**src/hw/rtl/gyro_encoder_odometry_assert.svh**
```systemverilog
// Assertion macros for the odometry block, empty when synthesized.
`ifndef GYRO_ENCODER_ODOMETRY_ASSERT_SVH
`define GYRO_ENCODER_ODOMETRY_ASSERT_SVH
`ifndef SYNTHESIS
`define GEO_ASSERT_SAME(lbl, clk, rst, ante, cons) \
   lbl: assert property (@(posedge clk) disable iff (rst) (ante) |-> (cons)) \
      else $error("odometry check failed");
`define GEO_ASSERT_NEXT(lbl, clk, rst, ante, cons) \
   lbl: assert property (@(posedge clk) disable iff (rst) (ante) |=> (cons)) \
      else $error("odometry check failed");
`else
`define GEO_ASSERT_SAME(lbl, clk, rst, ante, cons)
`define GEO_ASSERT_NEXT(lbl, clk, rst, ante, cons)
`endif
`endif

```
**src/hw/rtl/geo_pkg.sv**
```systemverilog
// Shared types, constants and the arctangent table of the odometry block.
package geo_pkg;

   localparam int DefaultIterations = 16;
   localparam int CntW = 6;
   localparam int DivSteps = 49;

   localparam logic [1:0] CsrStartX = 2'd0;
   localparam logic [1:0] CsrStartY = 2'd1;
   localparam logic [1:0] CsrStartAngle = 2'd2;

   localparam logic signed [33:0] CordicGain = 34'sd652032874;
   localparam logic [34:0] Deg360 = 35'd23592960;
   localparam logic signed [35:0] Deg180S = 36'sd11796480;
   localparam logic signed [35:0] Deg360S = 36'sd23592960;
   localparam logic signed [35:0] Deg90S = 36'sd5898240;

   typedef enum logic [2:0] {
      ST_IDLE,
      ST_MOD,
      ST_FOLD,
      ST_ROT,
      ST_PREP,
      ST_MUL,
      ST_FIN,
      ST_DONE
   } geo_state_type;

   // Arctangent of 2^-i in Q16.16 degrees, rounded to nearest.
   function automatic logic signed [31:0] atan_deg(input logic [4:0] idx);
      logic signed [31:0] v;
      case (idx)
         5'd0: v = 32'sd2949120;
         5'd1: v = 32'sd1740967;
         5'd2: v = 32'sd919879;
         5'd3: v = 32'sd466945;
         5'd4: v = 32'sd234379;
         5'd5: v = 32'sd117304;
         5'd6: v = 32'sd58666;
         5'd7: v = 32'sd29335;
         5'd8: v = 32'sd14668;
         5'd9: v = 32'sd7334;
         5'd10: v = 32'sd3667;
         5'd11: v = 32'sd1833;
         5'd12: v = 32'sd917;
         5'd13: v = 32'sd458;
         5'd14: v = 32'sd229;
         5'd15: v = 32'sd115;
         5'd16: v = 32'sd57;
         5'd17: v = 32'sd29;
         5'd18: v = 32'sd14;
         5'd19: v = 32'sd7;
         5'd20: v = 32'sd4;
         5'd21: v = 32'sd2;
         5'd22: v = 32'sd1;
         default: v = 32'sd0;
      endcase
      return v;
   endfunction

endpackage

```
**src/hw/rtl/gyro_encoder_odometry.sv**
```systemverilog
// Odometry core: gyro heading, wheel step, CORDIC position update and speed.
//
// Usage: a sample word enters on the req_ channel (valid/stall) and one result
// word leaves on the rsp_ channel (valid/stall). The receiving side of each
// channel drives stall, and a word moves at a clock edge with valid high and
// stall low. The csr_ channel writes start_x, start_y and start_angle at
// indexes 0, 1 and 2; it is always ready and must only be used while idle.
// A normal sample passes from acceptance to the result word through heading
// reduction modulo 360 degrees (ST_MOD), one fold, one CORDIC iteration per
// cycle, a load of the multiplier, a bit-serial shift-add multiplier (sine
// and cosine products side by side), and a step each to saturate and
// register the result. The speed divider runs one quotient bit per cycle in
// parallel; the result waits in ST_DONE until it has finished. A restart
// sample loads the start position and goes straight to ST_DONE, from where it
// is placed in the output register once the slot is free. One sample is in
// work at a time, so req_stall is high from acceptance until the result is
// placed in the output register; the next sample is taken in the following
// cycle at the earliest. The output register holds its word while rsp_stall
// is high; a finished result then waits until the slot frees. Synchronous
// reset clears position, history, configuration and both channel controls.
module gyro_encoder_odometry #(
   parameter int CORDIC_ITERATIONS = geo_pkg::DefaultIterations
) (
   input  logic        clock,
   input  logic        reset,
   input  logic        req_valid,
   output logic        req_stall,
   input  logic        req_restart,
   input  logic [31:0] req_gyro_angle,
   input  logic [31:0] req_left_distance,
   input  logic [31:0] req_right_distance,
   input  logic [31:0] req_time_now,
   output logic        rsp_valid,
   input  logic        rsp_stall,
   output logic [31:0] rsp_x_position,
   output logic [31:0] rsp_y_position,
   output logic [31:0] rsp_heading,
   output logic [31:0] rsp_speed,
   output logic        rsp_speed_valid,
   input  logic        csr_valid,
   output logic        csr_ready,
   input  logic [1:0]  csr_index,
   input  logic [31:0] csr_wdata
);

   localparam logic [geo_pkg::CntW-1:0] LastIter = geo_pkg::CntW'(CORDIC_ITERATIONS - 1);

   geo_pkg::geo_state_type state_ff, state_in;
   logic [geo_pkg::CntW-1:0] cnt_ff, cnt_in;

   logic [31:0] start_x_ff, start_y_ff, start_ang_ff;
   logic [31:0] pos_x_ff, pos_x_in, pos_y_ff, pos_y_in;
   logic [31:0] prev_mean_ff, prev_mean_in, prev_time_ff, prev_time_in;
   logic [31:0] heading_ff, heading_in;
   logic [34:0] red_ff, red_in;
   logic signed [31:0] z_ff, z_in;
   logic neg_cos_ff, neg_cos_in;
   logic signed [33:0] cx_ff, cx_in, cy_ff, cy_in;
   logic [32:0] step_mag_ff, step_mag_in;
   logic step_neg_ff, step_neg_in;
   logic [33:0] mx_hi_ff, mx_hi_in, my_hi_ff, my_hi_in;
   logic [31:0] mx_lo_ff, mx_lo_in, my_lo_ff, my_lo_in;
   logic px_neg_ff, px_neg_in, py_neg_ff, py_neg_in;

   logic div_busy_ff, div_busy_in;
   logic [geo_pkg::CntW-1:0] div_cnt_ff, div_cnt_in;
   logic [31:0] div_rem_ff, div_rem_in, dt_ff, dt_in;
   logic [48:0] div_q_ff, div_q_in;
   logic spd_ok_ff, spd_ok_in;

   logic rsp_valid_ff, rsp_valid_in;
   logic [31:0] rsp_x_ff, rsp_x_in, rsp_y_ff, rsp_y_in;
   logic [31:0] rsp_head_ff, rsp_head_in, rsp_speed_ff, rsp_speed_in;
   logic rsp_sv_ff, rsp_sv_in;

   logic accept;
   assign accept = req_valid && (state_ff == geo_pkg::ST_IDLE);
   assign req_stall = (state_ff != geo_pkg::ST_IDLE);
   assign csr_ready = 1'b1;
   assign rsp_valid = rsp_valid_ff;
   assign rsp_x_position = rsp_x_ff;
   assign rsp_y_position = rsp_y_ff;
   assign rsp_heading = rsp_head_ff;
   assign rsp_speed = rsp_speed_ff;
   assign rsp_speed_valid = rsp_sv_ff;

   // Configuration registers.
   always_ff @(posedge clock) begin
      if (reset) begin
         start_x_ff <= '0;
         start_y_ff <= '0;
         start_ang_ff <= '0;
      end else if (csr_valid && csr_ready) begin
         case (csr_index)
            geo_pkg::CsrStartX: start_x_ff <= csr_wdata;
            geo_pkg::CsrStartY: start_y_ff <= csr_wdata;
            geo_pkg::CsrStartAngle: start_ang_ff <= csr_wdata;
            default: ;
         endcase
      end
   end

   // Bit-serial restoring divider for the speed, one quotient bit a cycle.
   always_comb begin
      logic [32:0] trial;
      logic ge;
      trial = {div_rem_ff, div_q_ff[48]};
      ge = (trial >= {1'b0, dt_ff});
      div_busy_in = div_busy_ff;
      div_cnt_in = div_cnt_ff;
      div_rem_in = div_rem_ff;
      div_q_in = div_q_ff;
      if (div_busy_ff) begin
         div_rem_in = ge ? 32'(trial - {1'b0, dt_ff}) : trial[31:0];
         div_q_in = {div_q_ff[47:0], ge};
         div_cnt_in = div_cnt_ff + 1'b1;
         if (div_cnt_ff == geo_pkg::CntW'(geo_pkg::DivSteps - 1)) begin
            div_busy_in = 1'b0;
         end
      end
      if (accept) begin
         div_busy_in = 1'b0;
         div_cnt_in = '0;
         div_rem_in = '0;
         div_q_in = {step_mag_in, 16'd0};
         if (!req_restart && (dt_in != 32'd0)) begin
            div_busy_in = 1'b1;
         end
      end
   end

   // Sequencer and the serial datapath it steps.
   always_comb begin
      logic signed [32:0] hsum, dsum, step;
      logic signed [34:0] hs35;
      logic [34:0] sub;
      logic signed [35:0] r;
      logic signed [33:0] dx, dy, at, s_val, c_val;
      logic [33:0] s_mag, c_mag, sum_x, sum_y;
      logic signed [65:0] prod_x, prod_y;
      logic signed [35:0] dxp, dyp, npx, npy;
      logic [48:0] q;
      logic slot_free;

      hsum = {req_gyro_angle[31], req_gyro_angle} + {start_ang_ff[31], start_ang_ff};
      dsum = {req_left_distance[31], req_left_distance}
             + {req_right_distance[31], req_right_distance};
      step = {dsum[32], dsum[32:1]} - {prev_mean_ff[31], prev_mean_ff};
      hs35 = 35'(hsum);
      sub = geo_pkg::Deg360 << (4'd8 - cnt_ff[3:0]);
      r = 36'(signed'({1'b0, red_ff}));
      dx = cy_ff >>> cnt_ff[4:0];
      dy = cx_ff >>> cnt_ff[4:0];
      at = 34'(geo_pkg::atan_deg(cnt_ff[4:0]));
      s_val = cy_ff;
      c_val = neg_cos_ff ? -cx_ff : cx_ff;
      s_mag = s_val[33] ? 34'(-s_val) : 34'(s_val);
      c_mag = c_val[33] ? 34'(-c_val) : 34'(c_val);
      sum_x = mx_hi_ff + (mx_lo_ff[0] ? {1'b0, step_mag_ff} : 34'd0);
      sum_y = my_hi_ff + (my_lo_ff[0] ? {1'b0, step_mag_ff} : 34'd0);
      prod_x = signed'({1'b0, mx_hi_ff[32:0], mx_lo_ff});
      prod_y = signed'({1'b0, my_hi_ff[32:0], my_lo_ff});
      if (px_neg_ff) prod_x = -prod_x;
      if (py_neg_ff) prod_y = -prod_y;
      prod_x = prod_x + 66'sd536870912;
      prod_y = prod_y + 66'sd536870912;
      dxp = prod_x[65:30];
      dyp = prod_y[65:30];
      npx = 36'(signed'(pos_x_ff)) + dxp;
      npy = 36'(signed'(pos_y_ff)) + dyp;
      q = div_q_ff;
      slot_free = !rsp_valid_ff || !rsp_stall;

      state_in = state_ff;
      cnt_in = cnt_ff;
      pos_x_in = pos_x_ff;
      pos_y_in = pos_y_ff;
      prev_mean_in = prev_mean_ff;
      prev_time_in = prev_time_ff;
      heading_in = heading_ff;
      red_in = red_ff;
      z_in = z_ff;
      neg_cos_in = neg_cos_ff;
      cx_in = cx_ff;
      cy_in = cy_ff;
      step_neg_in = step_neg_ff;
      step_mag_in = step[32] ? 33'(-step) : 33'(step);
      dt_in = req_time_now - prev_time_ff;
      mx_hi_in = mx_hi_ff;
      mx_lo_in = mx_lo_ff;
      my_hi_in = my_hi_ff;
      my_lo_in = my_lo_ff;
      px_neg_in = px_neg_ff;
      py_neg_in = py_neg_ff;
      spd_ok_in = spd_ok_ff;
      rsp_valid_in = rsp_valid_ff && rsp_stall;
      rsp_x_in = rsp_x_ff;
      rsp_y_in = rsp_y_ff;
      rsp_head_in = rsp_head_ff;
      rsp_speed_in = rsp_speed_ff;
      rsp_sv_in = rsp_sv_ff;

      case (state_ff)
         geo_pkg::ST_IDLE: begin
            if (accept) begin
               // Heading output saturates; the trig path keeps the exact sum.
               if (hsum[32] != hsum[31]) begin
                  heading_in = hsum[32] ? 32'h8000_0000 : 32'h7FFF_FFFF;
               end else begin
                  heading_in = hsum[31:0];
               end
               red_in = hs35[34] ? 35'(hs35 + (geo_pkg::Deg360 << 8)) : 35'(hs35);
               step_neg_in = step[32];
               prev_mean_in = dsum[32:1];
               prev_time_in = req_time_now;
               spd_ok_in = !req_restart && (dt_in != 32'd0);
               cnt_in = '0;
               if (req_restart) begin
                  pos_x_in = start_x_ff;
                  pos_y_in = start_y_ff;
                  state_in = geo_pkg::ST_DONE;
               end else begin
                  state_in = geo_pkg::ST_MOD;
               end
            end
         end
         geo_pkg::ST_MOD: begin
            // Subtract 360 degrees scaled by 256 down to 1, one per cycle.
            if (red_ff >= sub) red_in = red_ff - sub;
            cnt_in = cnt_ff + 1'b1;
            if (cnt_ff == geo_pkg::CntW'(8)) begin
               cnt_in = '0;
               state_in = geo_pkg::ST_FOLD;
            end
         end
         geo_pkg::ST_FOLD: begin
            if (r >= geo_pkg::Deg180S) r = r - geo_pkg::Deg360S;
            neg_cos_in = 1'b0;
            if (r > geo_pkg::Deg90S) begin
               r = geo_pkg::Deg180S - r;
               neg_cos_in = 1'b1;
            end else if (r < -geo_pkg::Deg90S) begin
               r = -geo_pkg::Deg180S - r;
               neg_cos_in = 1'b1;
            end
            z_in = 32'(r);
            cx_in = geo_pkg::CordicGain;
            cy_in = '0;
            state_in = geo_pkg::ST_ROT;
         end
         geo_pkg::ST_ROT: begin
            if (!z_ff[31]) begin
               cx_in = cx_ff - dx;
               cy_in = cy_ff + dy;
               z_in = z_ff - at[31:0];
            end else begin
               cx_in = cx_ff + dx;
               cy_in = cy_ff - dy;
               z_in = z_ff + at[31:0];
            end
            cnt_in = cnt_ff + 1'b1;
            if (cnt_ff == LastIter) begin
               cnt_in = '0;
               state_in = geo_pkg::ST_PREP;
            end
         end
         geo_pkg::ST_PREP: begin
            mx_hi_in = '0;
            my_hi_in = '0;
            mx_lo_in = s_mag[31:0];
            my_lo_in = c_mag[31:0];
            px_neg_in = step_neg_ff ^ s_val[33];
            py_neg_in = step_neg_ff ^ c_val[33];
            state_in = geo_pkg::ST_MUL;
         end
         geo_pkg::ST_MUL: begin
            mx_hi_in = {1'b0, sum_x[33:1]};
            mx_lo_in = {sum_x[0], mx_lo_ff[31:1]};
            my_hi_in = {1'b0, sum_y[33:1]};
            my_lo_in = {sum_y[0], my_lo_ff[31:1]};
            cnt_in = cnt_ff + 1'b1;
            if (cnt_ff == geo_pkg::CntW'(31)) begin
               cnt_in = '0;
               state_in = geo_pkg::ST_FIN;
            end
         end
         geo_pkg::ST_FIN: begin
            if (npx[35:31] != {5{npx[31]}}) begin
               pos_x_in = npx[35] ? 32'h8000_0000 : 32'h7FFF_FFFF;
            end else begin
               pos_x_in = npx[31:0];
            end
            if (npy[35:31] != {5{npy[31]}}) begin
               pos_y_in = npy[35] ? 32'h8000_0000 : 32'h7FFF_FFFF;
            end else begin
               pos_y_in = npy[31:0];
            end
            state_in = geo_pkg::ST_DONE;
         end
         geo_pkg::ST_DONE: begin
            if (!div_busy_ff && slot_free) begin
               rsp_valid_in = 1'b1;
               rsp_x_in = pos_x_ff;
               rsp_y_in = pos_y_ff;
               rsp_head_in = heading_ff;
               rsp_sv_in = spd_ok_ff;
               if (!spd_ok_ff) begin
                  rsp_speed_in = '0;
               end else if (step_neg_ff) begin
                  rsp_speed_in = (q > 49'h0_8000_0000) ? 32'h8000_0000 : 32'(-q);
               end else begin
                  rsp_speed_in = (q > 49'h0_7FFF_FFFF) ? 32'h7FFF_FFFF : q[31:0];
               end
               state_in = geo_pkg::ST_IDLE;
            end
         end
         default: state_in = geo_pkg::ST_IDLE;
      endcase
   end

   always_ff @(posedge clock) begin
      if (reset) begin
         state_ff <= geo_pkg::ST_IDLE;
         cnt_ff <= '0;
         div_busy_ff <= 1'b0;
         div_cnt_ff <= '0;
         rsp_valid_ff <= 1'b0;
         pos_x_ff <= '0;
         pos_y_ff <= '0;
         prev_mean_ff <= '0;
         prev_time_ff <= '0;
      end else begin
         state_ff <= state_in;
         cnt_ff <= cnt_in;
         div_busy_ff <= div_busy_in;
         div_cnt_ff <= div_cnt_in;
         rsp_valid_ff <= rsp_valid_in;
         pos_x_ff <= pos_x_in;
         pos_y_ff <= pos_y_in;
         prev_mean_ff <= prev_mean_in;
         prev_time_ff <= prev_time_in;
      end
   end

   always_ff @(posedge clock) begin
      heading_ff <= heading_in;
      red_ff <= red_in;
      z_ff <= z_in;
      neg_cos_ff <= neg_cos_in;
      cx_ff <= cx_in;
      cy_ff <= cy_in;
      step_mag_ff <= accept ? step_mag_in : step_mag_ff;
      step_neg_ff <= step_neg_in;
      mx_hi_ff <= mx_hi_in;
      mx_lo_ff <= mx_lo_in;
      my_hi_ff <= my_hi_in;
      my_lo_ff <= my_lo_in;
      px_neg_ff <= px_neg_in;
      py_neg_ff <= py_neg_in;
      div_rem_ff <= div_rem_in;
      div_q_ff <= div_q_in;
      dt_ff <= accept ? dt_in : dt_ff;
      spd_ok_ff <= spd_ok_in;
      rsp_x_ff <= rsp_x_in;
      rsp_y_ff <= rsp_y_in;
      rsp_head_ff <= rsp_head_in;
      rsp_speed_ff <= rsp_speed_in;
      rsp_sv_ff <= rsp_sv_in;
   end

`include "gyro_encoder_odometry_assert.svh"

   // The divider only runs for a sample that is still being worked on.
   `GEO_ASSERT_SAME(a_div_in_work, clock, reset, div_busy_ff, state_ff != geo_pkg::ST_IDLE)
   // A released result always shows up on the output the next cycle.
   `GEO_ASSERT_NEXT(a_done_shows, clock, reset, (state_ff == geo_pkg::ST_DONE) && !div_busy_ff && (!rsp_valid_ff || !rsp_stall), rsp_valid && (state_ff == geo_pkg::ST_IDLE))
   // An invalid speed is always reported as zero.
   `GEO_ASSERT_SAME(a_speed_zero, clock, reset, rsp_valid && !rsp_speed_valid, rsp_speed == 32'd0)

endmodule
```
**config.mk**
```make
export PLATFORM = sky130hd
export DESIGN_NAME = gyro_encoder_odometry
export DESIGN_NICKNAME = d
export VERILOG_FILES = /design/src/hw/rtl/geo_pkg.sv /design/src/hw/rtl/gyro_encoder_odometry.sv
export VERILOG_INCLUDE_DIRS = /design/src /design/src/hw/rtl
export SDC_FILE = /design/constraint.sdc
export NUM_CORES = 2
export LEC_CHECK = 0
export BUFFER_PORTS_ARGS = -buffer_cell sky130_fd_sc_hd__buf_2
export CAP_MARGIN = 20
export CORE_UTILIZATION = 30
export DETAILED_ROUTE_END_ITERATION = 6
export GPL_TIMING_DRIVEN = 0
export PLACE_DENSITY = 0.56
export REMOVE_ABC_BUFFERS = 1
export SLEW_MARGIN = 40
export SYNTH_ARGS = -nofsm -noshare
export SYNTH_HDL_FRONTEND = slang
export SYNTH_SLANG_ARGS = --single-unit
```
**constraint.sdc**
```tcl
create_clock -name clock -period 25.8 [get_ports clock]
set_input_delay 5.16 -clock clock [delete_from_list [all_inputs] [get_ports clock]]
set_output_delay 5.16 -clock clock [all_outputs]
set_load 0.02 [all_outputs]
```
Word level (Yosys, flattened, before mapping)
Memories as Yosys holds them, arrays and structs flattened. A register that Yosys moved wholly into a read port is not among the register bits.
Cells that the tools add are included.
{"block": "op_classes", "add_sub_neg": 32, "div": 0, "multipliers": 0, "eq_ne": 23, "mux": 65, "order_cmp": 7, "n_shift": 3, "n_reduce_logical": 29, "bitwise_logic": 2}
{"cell": "2-to-1 mux 32 bit", "n": 19}
{"cell": "case mux 32 bit (2 select lines)", "n": 5}
{"cell": "case mux 34 bit (2 select lines)", "n": 4}
{"cell": "adder 66 x 31 -> 66 bit, second input constant", "n": 2}
{"cell": "2-to-1 mux 66 bit", "n": 2}
{"cell": "negation 65 -> 66 bit", "n": 2}
{"cell": "2-to-1 mux 35 bit", "n": 3}
{"cell": "2-to-1 mux 34 bit", "n": 3}
{"cell": "2-to-1 mux 33 bit", "n": 3}
{"cell": "2-to-1 mux 49 bit", "n": 2}
{"cell": "negation 32 bit", "n": 3}
{"cell": "subtractor 32 bit", "n": 3}
{"cell": "adder 32 x 36 -> 36 bit", "n": 2}
{"cell": "2-to-1 mux 36 bit", "n": 2}
{"cell": "case mux 35 bit (2 select lines)", "n": 1}
{"cell": "adder 34 x 33 -> 34 bit", "n": 2}
{"cell": "adder 34 bit", "n": 2}
{"cell": ">>> shifter 34 x 5 -> 34 bit", "n": 2}
{"cell": "subtractor 34 bit", "n": 2}
{"cell": "adder 32 x 32 -> 33 bit", "n": 2}
{"cell": "subtractor 25 x 32 -> 32 bit, first input constant", "n": 2}
{"cell": "> comparator 49 x 31 -> 1 bit, second input constant", "n": 1}
{"cell": "> comparator 49 x 32 -> 1 bit, second input constant", "n": 1}
{"cell": "> comparator 36 x 24 -> 1 bit, second input constant", "n": 1}
{"cell": "other kinds (45)", "n": 90}
{"block": "word_totals", "elab_cells": 198, "memories": 1, "ramBits": 0, "mem_bits_ro": 704, "ff_bits": 820, "latchBits": 0}
{"name": "(no name shown)", "words": 32, "width": 22, "read_ports": 1, "rd_clocked_by_memory_dff": 1, "write_ports": 0, "line_no": "geo_pkg.sv:32", "text": "case (idx)"}

Depth between registers and ports, before layout
{"block": "logic_depth", "ltp_word": 7, "mapped_depth": 30}

Worst setup path before layout
No wires, ideal clock.
{"block": "synth_path", "path_kind": "input -> register", "from": "input port rsp_stall", "to": "register rsp_head_ff[0], in the netlist rsp_heading[0], enable pin", "slack_ns": 13.906, "required_ns": 25.139, "setup_ns": 0.661, "t_arrival_ns": 11.233, "cell_stages": 1, "cell_sequence": "a21oi_1"}
{"block": "synth_via", "elab_chain_len": 4}
{"element": "start, declared", "line_no": "gyro_encoder_odometry.sv:34", "text": "input logic rsp_stall,"}
{"element": "logical NOT 1 bit", "line_no": "gyro_encoder_odometry.sv:172", "text": "slot_free = !rsp_valid_ff || !rsp_stall;"}
{"element": "logical OR 1 bit", "line_no": "gyro_encoder_odometry.sv:172"}
{"element": "logical AND 1 bit", "line_no": "gyro_encoder_odometry.sv:301", "text": "if (!div_busy_ff && slot_free) begin"}
{"element": "AND reduction 2 bit (no source line)"}
{"element": "end signal, assigned", "line_no": "gyro_encoder_odometry.sv:366", "text": "rsp_head_ff <= rsp_head_in;"}
{"element": "end, declared", "line_no": "gyro_encoder_odometry.sv:73", "text": "logic [31:0] rsp_head_ff, rsp_head_in, rsp_speed_ff, rsp_speed_in;"}
No other way between the ends.
A chain may end at the register's enable or synchronous reset.

Worst setup path in the final report
{"block": "layout_path", "from": "input port req_left_distance[0]", "to": "register div_q_ff[31], data pin"}
{"block": "layout_via", "elab_chain_len": 5}
{"element": "start, declared", "line_no": "gyro_encoder_odometry.sv:30", "text": "input logic [31:0] req_left_distance,"}
{"element": "adder 32 x 32 -> 33 bit *", "line_no": "gyro_encoder_odometry.sv:147", "text": "+ {req_right_distance[31], req_right_distance};"}
{"element": "subtractor 32 x 32 -> 33 bit *", "line_no": "gyro_encoder_odometry.sv:148", "text": "step = {dsum[32], dsum[32:1]} - {prev_mean_ff[31], prev_mean_ff};"}
{"element": "negation 33 bit", "line_no": "gyro_encoder_odometry.sv:187", "text": "step_mag_in = step[32] ? 33'(-step) : 33'(step);"}
{"element": "2-to-1 mux 33 bit *", "line_no": "gyro_encoder_odometry.sv:187"}
{"element": "via step_mag_in[15]", "line_no": "gyro_encoder_odometry.sv:59", "text": "logic [32:0] step_mag_ff, step_mag_in;"}
{"element": "2-to-1 mux 49 bit *", "line_no": "gyro_encoder_odometry.sv:121", "text": "if (accept) begin"}
{"element": "via div_q_in[31]", "line_no": "gyro_encoder_odometry.sv:68", "text": "logic [48:0] div_q_ff, div_q_in;"}
{"element": "end signal, assigned", "line_no": "gyro_encoder_odometry.sv:361", "text": "div_q_ff <= div_q_in;"}
{"element": "end, declared", "line_no": "gyro_encoder_odometry.sv:68"}
The timed path passes the listed nets; every way through them passes the cells marked *.

==> impl_metrics.env <==
export IMPL_drive_gt1_share_pct=11.5
export IMPL_power_leakage_nw=29.2
export IMPL_maxSlewViolCount=0
export IMPL_cts_root_buf="clkbuf_16"
export IMPL_fin_setup_tns_ns=0
export IMPL_numCtsBuffers=99
export IMPL_timing_rr_start="mx_lo_ff[7]$_DFFE_PP_"
export IMPL_min_period_over_period_pct=43.5
export IMPL_coreArea_sq_um=220000
export IMPL_ant_nets=0
export IMPL_multiInputGateArea_sq_um=42000
export IMPL_synth_ff_type="edfxtp_1"
export IMPL_grt_pass1_vias=54200
export IMPL_seqPwrFrac_pct=24.9
export IMPL_antenna_found_initial=14
export IMPL_die_y_um=473
export IMPL_cp_arrival_ns=11.83
export IMPL_place_area_sq_um=72000
export IMPL_p_sw_share_pct=46.1
export IMPL_first_pass_iters=5
export IMPL_power_per_cell_area_nw_per_um2=128
export IMPL_syn_area_per_cell_sq_um=8.70
export IMPL_required_ns=26.42
export IMPL_dieArea_sq_um=223000
export IMPL_clk_pin_slew_worst_paths_ns=0.06
export IMPL_clock_skew_ns=0.0443
export IMPL_grt_usage_pct=17.6
export IMPL_drtIter0Drc=4332
export IMPL_cp_startpoint="req_left_distance[0]"
export IMPL_post_cts_resized=0
export IMPL_synthCells=7642
export IMPL_outcome="completed"
export IMPL_clkPwrFrac_pct=15.5
export IMPL_fillers=22700
export IMPL_seqCellArea_sq_um=22100
export IMPL_max_stage_delay_ns=0.72
export IMPL_grt_setup_unrepaired="no"
export IMPL_fin_area_sq_um=75500
export IMPL_maxCapViolations=0
export IMPL_cts_hold_buffers=0
export IMPL_totalPowerFinal_w=0.00970
export IMPL_hp_start="heading_ff[15]$_DFFE_PP_"
export IMPL_synth_cell_types=121
export IMPL_clk_latency_ns=0.77
export IMPL_combPwrFrac_pct=59.6
export IMPL_worst_pin_slew_ns=0.892
export IMPL_viasPerCell=5.33
export IMPL_hpwl_mm=159
export IMPL_peakVddDrop_uv=66.9
export IMPL_port_buffer_count=298
export IMPL_drc=0
export IMPL_cts_setup_buffers=0
export IMPL_switching_power_w=0.00447
export IMPL_setup_viol=0
export IMPL_initial_core_util_pct=30.2
export IMPL_h_tree_depth=3
export IMPL_timing_hold_ws_ns=0.423
export IMPL_async_flop_share_pct=0
export IMPL_num_io_pins=300
export IMPL_route_vias_total=57800
export IMPL_area_growth_pct=13.6
export IMPL_cts_sinks=840
export IMPL_utilization_pct=34.3
export IMPL_layout_nets=8404
export IMPL_critPathMaxFanout=14
export IMPL_critPathKind="input port to register"
export IMPL_cpLargestDelayFamily="compound AO/OA/AOI/OAI gates"
export IMPL_cpMaxStageDelayCell="a2111oi_2"
export IMPL_grt_pass1_wl_mm=315
export IMPL_synth_edff_count=529
export IMPL_die_w_um=473
export IMPL_final_common_cell="nand2_1"
export IMPL_clk_path_buf_depth=3
export IMPL_ys_ff_latch=840
export IMPL_rows=172
export IMPL_final_hold_violation_count=0
export IMPL_period_minus_slack_ns=11.22
export IMPL_ys_warn_count=0
export IMPL_cp_start_kind="input port"
export IMPL_routedWlPerCell_um=18.9
export IMPL_grt_max_degree=89
export IMPL_routed_wl_mm=204
export IMPL_endpoint_kind="register"
export IMPL_fmax_mhz=89.2
export IMPL_hold_path_class="register to register"
export IMPL_seq_area_frac_synth_pct=33.3
export IMPL_internal_power_w=0.00522
export IMPL_worst_path_buf_inv=3
export IMPL_place_congestion=0.912
export IMPL_syn_area_sq_um=66500
export IMPL_gr_total_overflow=0
export IMPL_crit_path_frequent_cell="a21oi_1"
export IMPL_worst_slew_margin_rel_pct=40.1
export IMPL_cts_tree="yes"
export IMPL_final_cell_mix="nand2_1, a21oi_1, nor2_1, edfxtp_1, ha_1"
[path summary, 6_finish.rpt]
path / to / slack, ns / cells past startpoint
worst max-delay path: div_q_ff[31]$_DFFE_PP_ / 14.58 / 26
worst min-delay path: rsp_heading[15]$_DFFE_PP_ / 0.42 / 0
worst max register to register: pos_x_ff[27]$_SDFFE_PP0P_ / 16.98 / 24
worst min register to register: rsp_heading[15]$_DFFE_PP_ / 0.42 / 0
[cell usage after synthesis (26+ instances only)]
master      n  area, sq um
o21bai_1   53          398
nand2b_1   92          576
xor2_1    292         2560
o211ai_1   30          225
nand2_1   847         3180
buf_1      41          154
mux4_2     99         2230
and3_1     94          588
a21oi_1   753         3770
xnor2_1   409         3580
nand4_1    68          425
o22ai_1    39          244
a211oi_1   83          623
nand3_1   122          611
nor3_1    211         1060
nor2_1    636         2390
nor4_1     52          325
mux2i_1    83          831
inv_1     282         1060
or2_2      40          250
clkbuf_1  288         1080
o21a_1     81          608
and2_1    116          726
or3_1      62          388
o21ai_0   433         2170
or4_1      29          218
o31ai_1    64          480
mux2_2     32          360
a21o_1    204         1530
a31oi_1    85          532
edfxtp_1  529        15900
nor2b_1    86          538
dfxtp_1   311         6230
ha_1      442         5530
buf_2      26          130
[cell families (layout without fill, tap and decap cells)]
kind of cell	count (synthesis)	count (layout)	synth area share, %
and+or+nand+nor	2595	2595	18.9
AOI/OAI and AO/OA	2162	2162	20.6
DFF	840	840	33.3
xor gates and xnor gates	703	703	9.29
buffers and inverters	659	885	3.91
adders and majority gates	468	468	8.89
muxes	214	214	5.15
other	1	7	0.00564
[power by group through the flow]
| stage | Clock (W) | Combinational (W) | Sequential (W) |
|---|---|---|---|
| 2_1_floorplan | 0 | 0.00430 | 0.00231 |
| 3_3_place_gp | 0 | 0.00544 | 0.00255 |
| 3_5_place_dp | 0 | 0.00569 | 0.00243 |
| 4_1_cts | 0.00154 | 0.00573 | 0.00241 |
| 5_1_grt | 0.00159 | 0.00639 | 0.00246 |
| 6_report | 0.00150 | 0.00578 | 0.00241 |
[sequential cells by signal (all words and copies together), names as in the netlist, 33 cells and up, named ones only]
register	flops
red_ff	35
cy_ff	34
step_mag_ff	33
mx_hi_ff	33
my_hi_ff	33
cx_ff	34
div_q_ff	49
[layer usage]
metal	routed length [um]	GRT usage [%]	up-vias
li1	-	-	28300
met3	11200	2.23	288
met1	94200	24.3	27500
met4	6300	5.39	2
met5	13	0	-
met2	92600	28.6	1672
[per-stage QoR]
stage          cells  setup slack [ns]
6_report       10800             14.58
2_1_floorplan   7269             13.08
4_1_cts        10800             14.58
5_1_grt        10800             14.07
3_5_place_dp   10600             13.80
3_3_place_gp   10500              5.35
[layout make-up]
cell class / instances / area share (%)
sequential: 840 / 29.3
clock inverter: 60 / 0.966
antenna: 6 / 0.0199
inverter: 286 / 1.45
clock buffer: 127 / 3.63
timing repair buffer: 412 / 4.05
multi-input combinational: 6143 / 55.7
tap: 2958 / 4.90
(Power assumes the default switching activity.)
